--- src/rgbhsv_pkg.sv ---
`timescale 1ns / 1ps
// ----------------------------------------------------------------------------
// rgbhsv_pkg
// Shared widths, sector codes and stage records for the RGB to HSV pipeline.
// ----------------------------------------------------------------------------
package rgbhsv_pkg;

  localparam int unsigned CHAN_W   = 8;
  localparam int unsigned OUT_W    = 16;
  localparam int unsigned QUO_W    = 16;
  localparam int unsigned HDIV_W   = CHAN_W + 3;
  localparam int unsigned SDIV_W   = CHAN_W + QUO_W;
  localparam int unsigned FRONT_STAGES = 3;
  localparam int unsigned LATENCY  = FRONT_STAGES + QUO_W + 1;

  typedef logic [CHAN_W-1:0] chan_t;
  typedef logic [HDIV_W-1:0] hdiv_t;
  typedef logic [SDIV_W-1:0] sdiv_t;
  typedef logic [QUO_W-1:0]  quo_t;

  typedef enum logic [1:0] {
    SEC_RED   = 2'd0,
    SEC_GREEN = 2'd1,
    SEC_BLUE  = 2'd2
  } sector_t;

  // One long-division lane: partial remainder, divisor, pending dividend bits,
  // quotient built so far.
  typedef struct packed {
    chan_t rem;
    chan_t div;
    quo_t  low;
    quo_t  quo;
  } sat_lane_t;

  typedef struct packed {
    hdiv_t rem;
    hdiv_t div;
    quo_t  quo;
  } hue_lane_t;

endpackage

--- src/rgb_to_hsv_converter_top.sv ---
`timescale 1ns / 1ps
// ----------------------------------------------------------------------------
// rgb_to_hsv_converter_top
// Fully pipelined 8-bit RGB to 16-bit HSV conversion.
// ----------------------------------------------------------------------------
// A pixel is taken on every clock edge with start high and busy low; busy is
// high only while rst_n is asserted.
// Each result appears on the out_ ports for one cycle with out_valid high,
// in input order. The receiver cannot stall, so results must be captured
// when out_valid is high. The pipeline holds three front stages (max/min,
// delta and hue numerator, divisor setup), sixteen restoring-division
// stages that produce one quotient bit each for hue and saturation in
// parallel, and one output register. Throughput is one pixel per clock
// while busy is low.
// ----------------------------------------------------------------------------
module rgb_to_hsv_converter_top
  import rgbhsv_pkg::*;
(
  input  logic             clk,
  input  logic             rst_n,
  input  logic             start,
  output logic             busy,
  input  logic [7:0]       in_red,
  input  logic [7:0]       in_green,
  input  logic [7:0]       in_blue,
  output logic             out_valid,
  output logic [15:0]      out_hue,
  output logic [15:0]      out_saturation,
  output logic [15:0]      out_brightness,
  output logic             out_hue_undefined
);

  logic accept;
  assign busy   = !rst_n;
  assign accept = start && !busy;

  // Stage 1: max, min, sector
  logic    s1_valid_r;
  chan_t   s1_red_r, s1_green_r, s1_blue_r, s1_max_r, s1_min_r;
  sector_t s1_sector_r;
  chan_t   s1_max_nxt, s1_min_nxt, rg_max, rg_min;
  sector_t s1_sector_nxt;

  always_comb begin
    rg_max     = (in_red > in_green) ? in_red : in_green;
    rg_min     = (in_red < in_green) ? in_red : in_green;
    s1_max_nxt = (in_blue > rg_max) ? in_blue : rg_max;
    s1_min_nxt = (in_blue < rg_min) ? in_blue : rg_min;
    priority if (in_red >= s1_max_nxt) begin
      s1_sector_nxt = SEC_RED;
    end else if (in_green >= s1_max_nxt) begin
      s1_sector_nxt = SEC_GREEN;
    end else begin
      s1_sector_nxt = SEC_BLUE;
    end
  end

  always_ff @(posedge clk) begin
    if (!rst_n) begin
      s1_valid_r <= 1'b0;
    end else begin
      s1_valid_r <= accept;
    end
    s1_red_r    <= in_red;
    s1_green_r  <= in_green;
    s1_blue_r   <= in_blue;
    s1_max_r    <= s1_max_nxt;
    s1_min_r    <= s1_min_nxt;
    s1_sector_r <= s1_sector_nxt;
  end

  // Stage 2: delta and hue numerator
  logic  s2_valid_r;
  chan_t s2_max_r, s2_delta_r;
  hdiv_t s2_num_r;
  chan_t s2_delta_nxt;
  hdiv_t s2_num_nxt, six_delta;
  logic [CHAN_W:0] diff;

  always_comb begin
    s2_delta_nxt = s1_max_r - s1_min_r;
    six_delta    = (HDIV_W'(s2_delta_nxt) << 2) + (HDIV_W'(s2_delta_nxt) << 1);
    diff         = '0;
    unique case (s1_sector_r)
      SEC_RED: begin
        diff       = {1'b0, s1_green_r} - {1'b0, s1_blue_r};
        s2_num_nxt = {{(HDIV_W-CHAN_W-1){diff[CHAN_W]}}, diff};
        if (diff[CHAN_W]) begin
          s2_num_nxt = s2_num_nxt + six_delta;
        end
      end
      SEC_GREEN: begin
        s2_num_nxt = (HDIV_W'(s2_delta_nxt) << 1) + HDIV_W'(s1_blue_r)
                     - HDIV_W'(s1_red_r);
      end
      SEC_BLUE: begin
        s2_num_nxt = (HDIV_W'(s2_delta_nxt) << 2) + HDIV_W'(s1_red_r)
                     - HDIV_W'(s1_green_r);
      end
      default: begin
        s2_num_nxt = '0;
      end
    endcase
  end

  always_ff @(posedge clk) begin
    if (!rst_n) begin
      s2_valid_r <= 1'b0;
    end else begin
      s2_valid_r <= s1_valid_r;
    end
    s2_max_r   <= s1_max_r;
    s2_delta_r <= s2_delta_nxt;
    s2_num_r   <= s2_num_nxt;
  end

  // Stage 3 and division stages: index 0 is the divider input
  logic      dv_valid_r [0:QUO_W];
  chan_t     dv_max_r   [0:QUO_W];
  sat_lane_t sat_r      [0:QUO_W];
  hue_lane_t hue_r      [0:QUO_W];
  sat_lane_t sat_nxt    [0:QUO_W];
  hue_lane_t hue_nxt    [0:QUO_W];
  sdiv_t     sat_dividend;
  logic [CHAN_W:0] s_trial [0:QUO_W-1];
  logic [HDIV_W:0] h_trial [0:QUO_W-1];

  always_comb begin
    sat_dividend = {s2_delta_r, QUO_W'(0)} - SDIV_W'(s2_delta_r);
    sat_nxt[0].rem = sat_dividend[SDIV_W-1:QUO_W];
    sat_nxt[0].div = s2_max_r;
    sat_nxt[0].low = sat_dividend[QUO_W-1:0];
    sat_nxt[0].quo = '0;
    hue_nxt[0].rem = s2_num_r;
    hue_nxt[0].div = (HDIV_W'(s2_delta_r) << 2) + (HDIV_W'(s2_delta_r) << 1);
    hue_nxt[0].quo = '0;
    for (int k = 0; k < QUO_W; k++) begin
      s_trial[k] = {sat_r[k].rem, sat_r[k].low[QUO_W-1]};
      sat_nxt[k+1].div = sat_r[k].div;
      sat_nxt[k+1].low = {sat_r[k].low[QUO_W-2:0], 1'b0};
      if (s_trial[k] >= {1'b0, sat_r[k].div}) begin
        sat_nxt[k+1].rem = CHAN_W'(s_trial[k] - {1'b0, sat_r[k].div});
        sat_nxt[k+1].quo = {sat_r[k].quo[QUO_W-2:0], 1'b1};
      end else begin
        sat_nxt[k+1].rem = s_trial[k][CHAN_W-1:0];
        sat_nxt[k+1].quo = {sat_r[k].quo[QUO_W-2:0], 1'b0};
      end
      h_trial[k] = {hue_r[k].rem, 1'b0};
      hue_nxt[k+1].div = hue_r[k].div;
      if (h_trial[k] >= {1'b0, hue_r[k].div}) begin
        hue_nxt[k+1].rem = HDIV_W'(h_trial[k] - {1'b0, hue_r[k].div});
        hue_nxt[k+1].quo = {hue_r[k].quo[QUO_W-2:0], 1'b1};
      end else begin
        hue_nxt[k+1].rem = h_trial[k][HDIV_W-1:0];
        hue_nxt[k+1].quo = {hue_r[k].quo[QUO_W-2:0], 1'b0};
      end
    end
  end

  always_ff @(posedge clk) begin
    if (!rst_n) begin
      for (int k = 0; k <= QUO_W; k++) begin
        dv_valid_r[k] <= 1'b0;
      end
    end else begin
      dv_valid_r[0] <= s2_valid_r;
      for (int k = 0; k < QUO_W; k++) begin
        dv_valid_r[k+1] <= dv_valid_r[k];
      end
    end
    dv_max_r[0] <= s2_max_r;
    for (int k = 0; k < QUO_W; k++) begin
      dv_max_r[k+1] <= dv_max_r[k];
    end
    for (int k = 0; k <= QUO_W; k++) begin
      sat_r[k] <= sat_nxt[k];
      hue_r[k] <= hue_nxt[k];
    end
  end

  // Output register: drop quotients whose divisor was zero
  logic  out_valid_r, out_undef_r, undef_nxt;
  quo_t  out_hue_r, out_sat_r, out_bright_r;

  assign undef_nxt = (hue_r[QUO_W].div == '0);

  always_ff @(posedge clk) begin
    if (!rst_n) begin
      out_valid_r <= 1'b0;
    end else begin
      out_valid_r <= dv_valid_r[QUO_W];
    end
    out_undef_r  <= undef_nxt;
    out_hue_r    <= undef_nxt ? '0 : hue_r[QUO_W].quo;
    out_sat_r    <= (dv_max_r[QUO_W] == '0) ? '0 : sat_r[QUO_W].quo;
    out_bright_r <= {dv_max_r[QUO_W], dv_max_r[QUO_W]};
  end

  assign out_valid         = out_valid_r;
  assign out_hue           = out_hue_r;
  assign out_saturation    = out_sat_r;
  assign out_brightness    = out_bright_r;
  assign out_hue_undefined = out_undef_r;

  localparam int unsigned LAT = LATENCY;

  a_latency: assert property (@(posedge clk) disable iff (!rst_n)
    accept |-> ##LAT out_valid)
    else $error("result missing after pipeline latency");

  a_no_spurious: assert property (@(posedge clk) disable iff (!rst_n)
    out_valid |-> $past(accept, LAT))
    else $error("result without matching transaction");

  a_undef_zero: assert property (@(posedge clk) disable iff (!rst_n)
    out_valid && out_hue_undefined |-> out_hue == '0 && out_saturation == '0)
    else $error("undefined hue with nonzero hue or saturation");

  a_black_undef: assert property (@(posedge clk) disable iff (!rst_n)
    out_valid && out_brightness == '0 |-> out_hue_undefined)
    else $error("black pixel not flagged undefined");

endmodule

--- config.mk ---
export PLATFORM = sky130hd
export DESIGN_NAME = rgb_to_hsv_converter_top
export DESIGN_NICKNAME = d
export VERILOG_FILES = /design/src/rgbhsv_pkg.sv /design/src/rgb_to_hsv_converter_top.sv
export SDC_FILE = /design/constraint.sdc
export NUM_CORES = 2
export LEC_CHECK = 0
export ABC_CLOCK_PERIOD_IN_PS = 6400
export BUFFER_PORTS_ARGS = -buffer_cell sky130_fd_sc_hd__buf_2
export CELL_PAD_IN_SITES_DETAIL_PLACEMENT = 0
export CELL_PAD_IN_SITES_GLOBAL_PLACEMENT = 2
export CORE_MARGIN = 10
export CORE_UTILIZATION = 41
export DETAILED_ROUTE_END_ITERATION = 8
export PLACE_DENSITY = 0.89
export SYNTH_ARGS = -nofsm -noshare
export SYNTH_HDL_FRONTEND = slang
export SYNTH_SLANG_ARGS = --single-unit
--- constraint.sdc ---
create_clock -name clk -period 6.4 [get_ports clk]
set_input_delay 1.6 -clock clk [delete_from_list [all_inputs] [get_ports clk]]
set_output_delay 1.6 -clock clk [all_outputs]
set_load 0.005 [all_outputs]
==> results.md <==
* Site Rows at 115
* EDFF count, synth at 0
* Global Route Usage Sum at 12.50%
* WL per Instance at between 10 and 15 µm
* Critical Path RT at 6970 ps
* Hold WC Path Type: flip-flop to flip-flop
* Unrepaired setup endpoints after global routing: no
* Crit path arrival time at 6210 ps
* Htree depth at 3
* Port Buffer Count at 77
* Post-route DRC at 0
* # hold bufs at CTS at 0
* GRT met1 Usage at a little over an eighth
* Share of cells above drive strength 1 at 8.225%
* Register Area at 21980 µm²
* DRT Pass-1 Iters at 4
* Final wirelength at a little over 70000 µm
* Slew Limit Headroom at between 30% and 40%
* Initial Util at roughly 42%
* Clock Skews at 46.83 ps
* Max-cap viol count at 0
* Gp weighted congestion at 0.8153
* Endpoint class of the critical path: flip-flop
* Die width at 336.4 µm
* Avg Cell Area, Syn at 10.33 µm²
* CTS tree: yes
* Fin. Hold Viols at 0
* Diode count at 0
* Cells resized by post-CTS repair at 0
* First-pass GRT wire length at 118700 µm
* Distinct cell type count after synthesis at 68
* Syn Inst Count at 3972
* Worst-path fanout max at 7
* DRT iter0 DRCs at 853
* Ys flop type: dfxtp_1
* Core area at slightly below 100000 µm²
* Max Slew Vio Count at 0
* Status: finished, final reports clean
* Mapped cell area at 41030 µm²
* Most frequent cells in the layout: dfxtp_1 (1098), inv_1 (622), ha_1 (386)
* Area growth syn-to-layout at 14.53%
* Setup TNS at 0 ps
* Fmax at 0.1772 GHz
* Grt total ovfl at 0
* Die Y at 336.4 µm
* Synth warn at 0
* Root Driver: clkbuf_16
* Vias at 25301
* Routed Antenna Nets at 0
* Most used routing layer: met2
* Initial antenna violation count at 1
* IO Count at 78
* Skew-Pair Late Insertion Delay at 690 ps
* Met3 GRT Util at 2.444%
* Number of global-route vias before repair at 25681
* Nets at 4598
* Clock sinks at 1098
* Worst Tran Pin Value at about 950 ps
* Fillers at 9122
* Largest net degree at the start of global routing at 22
* Clk pin slew, worst setup/hold paths at around 60 ps
* Post-synth ARST share at 0%
* Tmin final at 5642 ps
* Die area at between 100000 and 150000 µm²
* Num CTS Buffers at 113
* Detailed placement HPWL at approximately 54000 µm
* WS Path Type: input pin to flip-flop
* Post CTS Setup Buffer Count at 0
* Mean number of vias per cell at 4.595
* Worst-case clock buffer depth at 3
* Seq cells post-synth at 1098
* Met2 Track Usage GR at roughly a quarter
* Period utilisation layout at 88.16%
* Sequential area share after synthesis at 53.57%
* Syn_nets at around 4400
* Footprint of the multi-input gates at 16460 µm²
* Final setup vio count at 0
* Commonest non-fill, non-tap cell in the layout: dfxtp_1
* CP Launch Type: input pin
logic make-up (layout without fill, tap and decap cells):
group	after synthesis	count (layout)	synth area share (%)
adders and majority gates	444	444	14.58
AOI/OAI and AO/OA	771	771	11.47
muxes	61	61	1.592
xor gates and xnor gates	158	158	3.373
and+or+nand+nor	764	764	9.090
buffers and inverters	676	923	6.321
DFF	1098	1098	53.57
cells in the mapped netlist, drive strengths merged (2+ instances only):
cell     instances  area share, %
inv            623            5.7
ha             386             12
mux2i           30           0.73
mux2            31           0.86
o31a             8           0.17
a21o            32           0.59
o2bb2ai          4          0.085
o22ai            6          0.091
nand3           12           0.15
nand2          292            2.7
o21ai          327            4.0
nand4           63           0.98
fa              57            2.8
clkbuf          23           0.21
nor4             4          0.061
a221oi          17           0.36
and3            28           0.43
nand2b          35           0.53
or3              3          0.058
or4             15           0.27
buf             30           0.41
xnor2           91            1.9
a31oi            3          0.082
a21oi          155            1.9
o21a            19           0.35
xor2            67            1.4
a22oi            2          0.037
dfxtp         1098             54
nor2b           83            1.3
o221ai           2          0.043
a21boi          55            1.0
a211oi          18           0.33
a221o            2          0.049
o21bai          30           0.55
nor3            27           0.34
o31ai           71            1.3
and2            53           0.81
nor2           145            1.4
o211a           15           0.37
sequential cells by signal, indices dropped and copies added, names as in the netlist:
name               flops
dv_max_r             135
dv_valid_r            17
hue_r                451
out_brightness         8
out_hue               16
out_hue_undefined      1
out_saturation        16
out_valid              1
s1_blue_r              8
s1_green_r             8
s1_max_r               8
s1_min_r               8
s1_red_r               8
s1_sector_r            2
s1_valid_r             1
s2_delta_r             8
s2_max_r               8
s2_num_r              11
s2_valid_r             1
sat_r                382
worst max-delay path, stage by stage:
cell      delay, ps
buf_2            90
inv_1            60
ha_1            320
nand4_2         190
a211o_2         380
nand2_2         190
nor2_1           60
a21oi_1         220
ha_1            290
nor2b_1         130
o21ai_0         140
nand2b_1         70
a21oi_1         300
o31a_1          260
o21a_2          200
a31oi_4          50
nor2_1          110
a21oi_1          80
ha_1            280
nand2b_1        140
a221oi_1         80
or3_1           410
o31ai_1         260
a31o_1          220
nor2_1           60
metrics by stage:
step / instance area (µm²) / util [%] / setup slack [ps] / cells / hold slack, ps
floorplan: 41030 / - / 486.3 / 3972 / 309.6
global placement: 42900 / 43.40 / 135.4 / 5300 / 309.5
detailed placement: 42900 / 43.40 / 153.2 / 5300 / 312.1
CTS: 46990 / 47.54 / 853.4 / 5506 / 291.6
global route: 46990 / 47.54 / 335.9 / 5506 / 306.8
finish: 46990 / 47.54 / 757.9 / 5506 / 295.7
area by class of cell:
type,count,share of cell area [%]
inverters,623,4.976
clock buffers,147,6.845
well taps,1287,3.427
flip-flops and latches,1098,46.77
clock inverters,59,1.866
repair buffers,94,1.092
multi-input cells,2198,35.02
worst paths after layout:
| check | startpoint | cells past startpoint | slack, ps | to |
|---|---|---|---|---|
| worst min-delay path | hue_r[2][3] | 0 | 300 | hue_r[2][42] |
| worst max register to register | s1_max_r[0] | 22 | 2240 | s2_num_r[10] |
| worst min register to register | hue_r[2][3] | 0 | 300 | hue_r[2][42] |
| worst max-delay path | in_green[7] | 25 | 760 | s1_sector_r[0] |
routing by layer:
metal / wire [µm] / part of all wire [%]
met1: 29460 / 42
met5: 13 / 0.018
met3: 2160 / 3.1
met2: 36930 / 52
met4: 1889 / 2.7
Power is not shown: default switching activity piles up to over one toggle a cycle in this logic, so the estimate is an artifact.
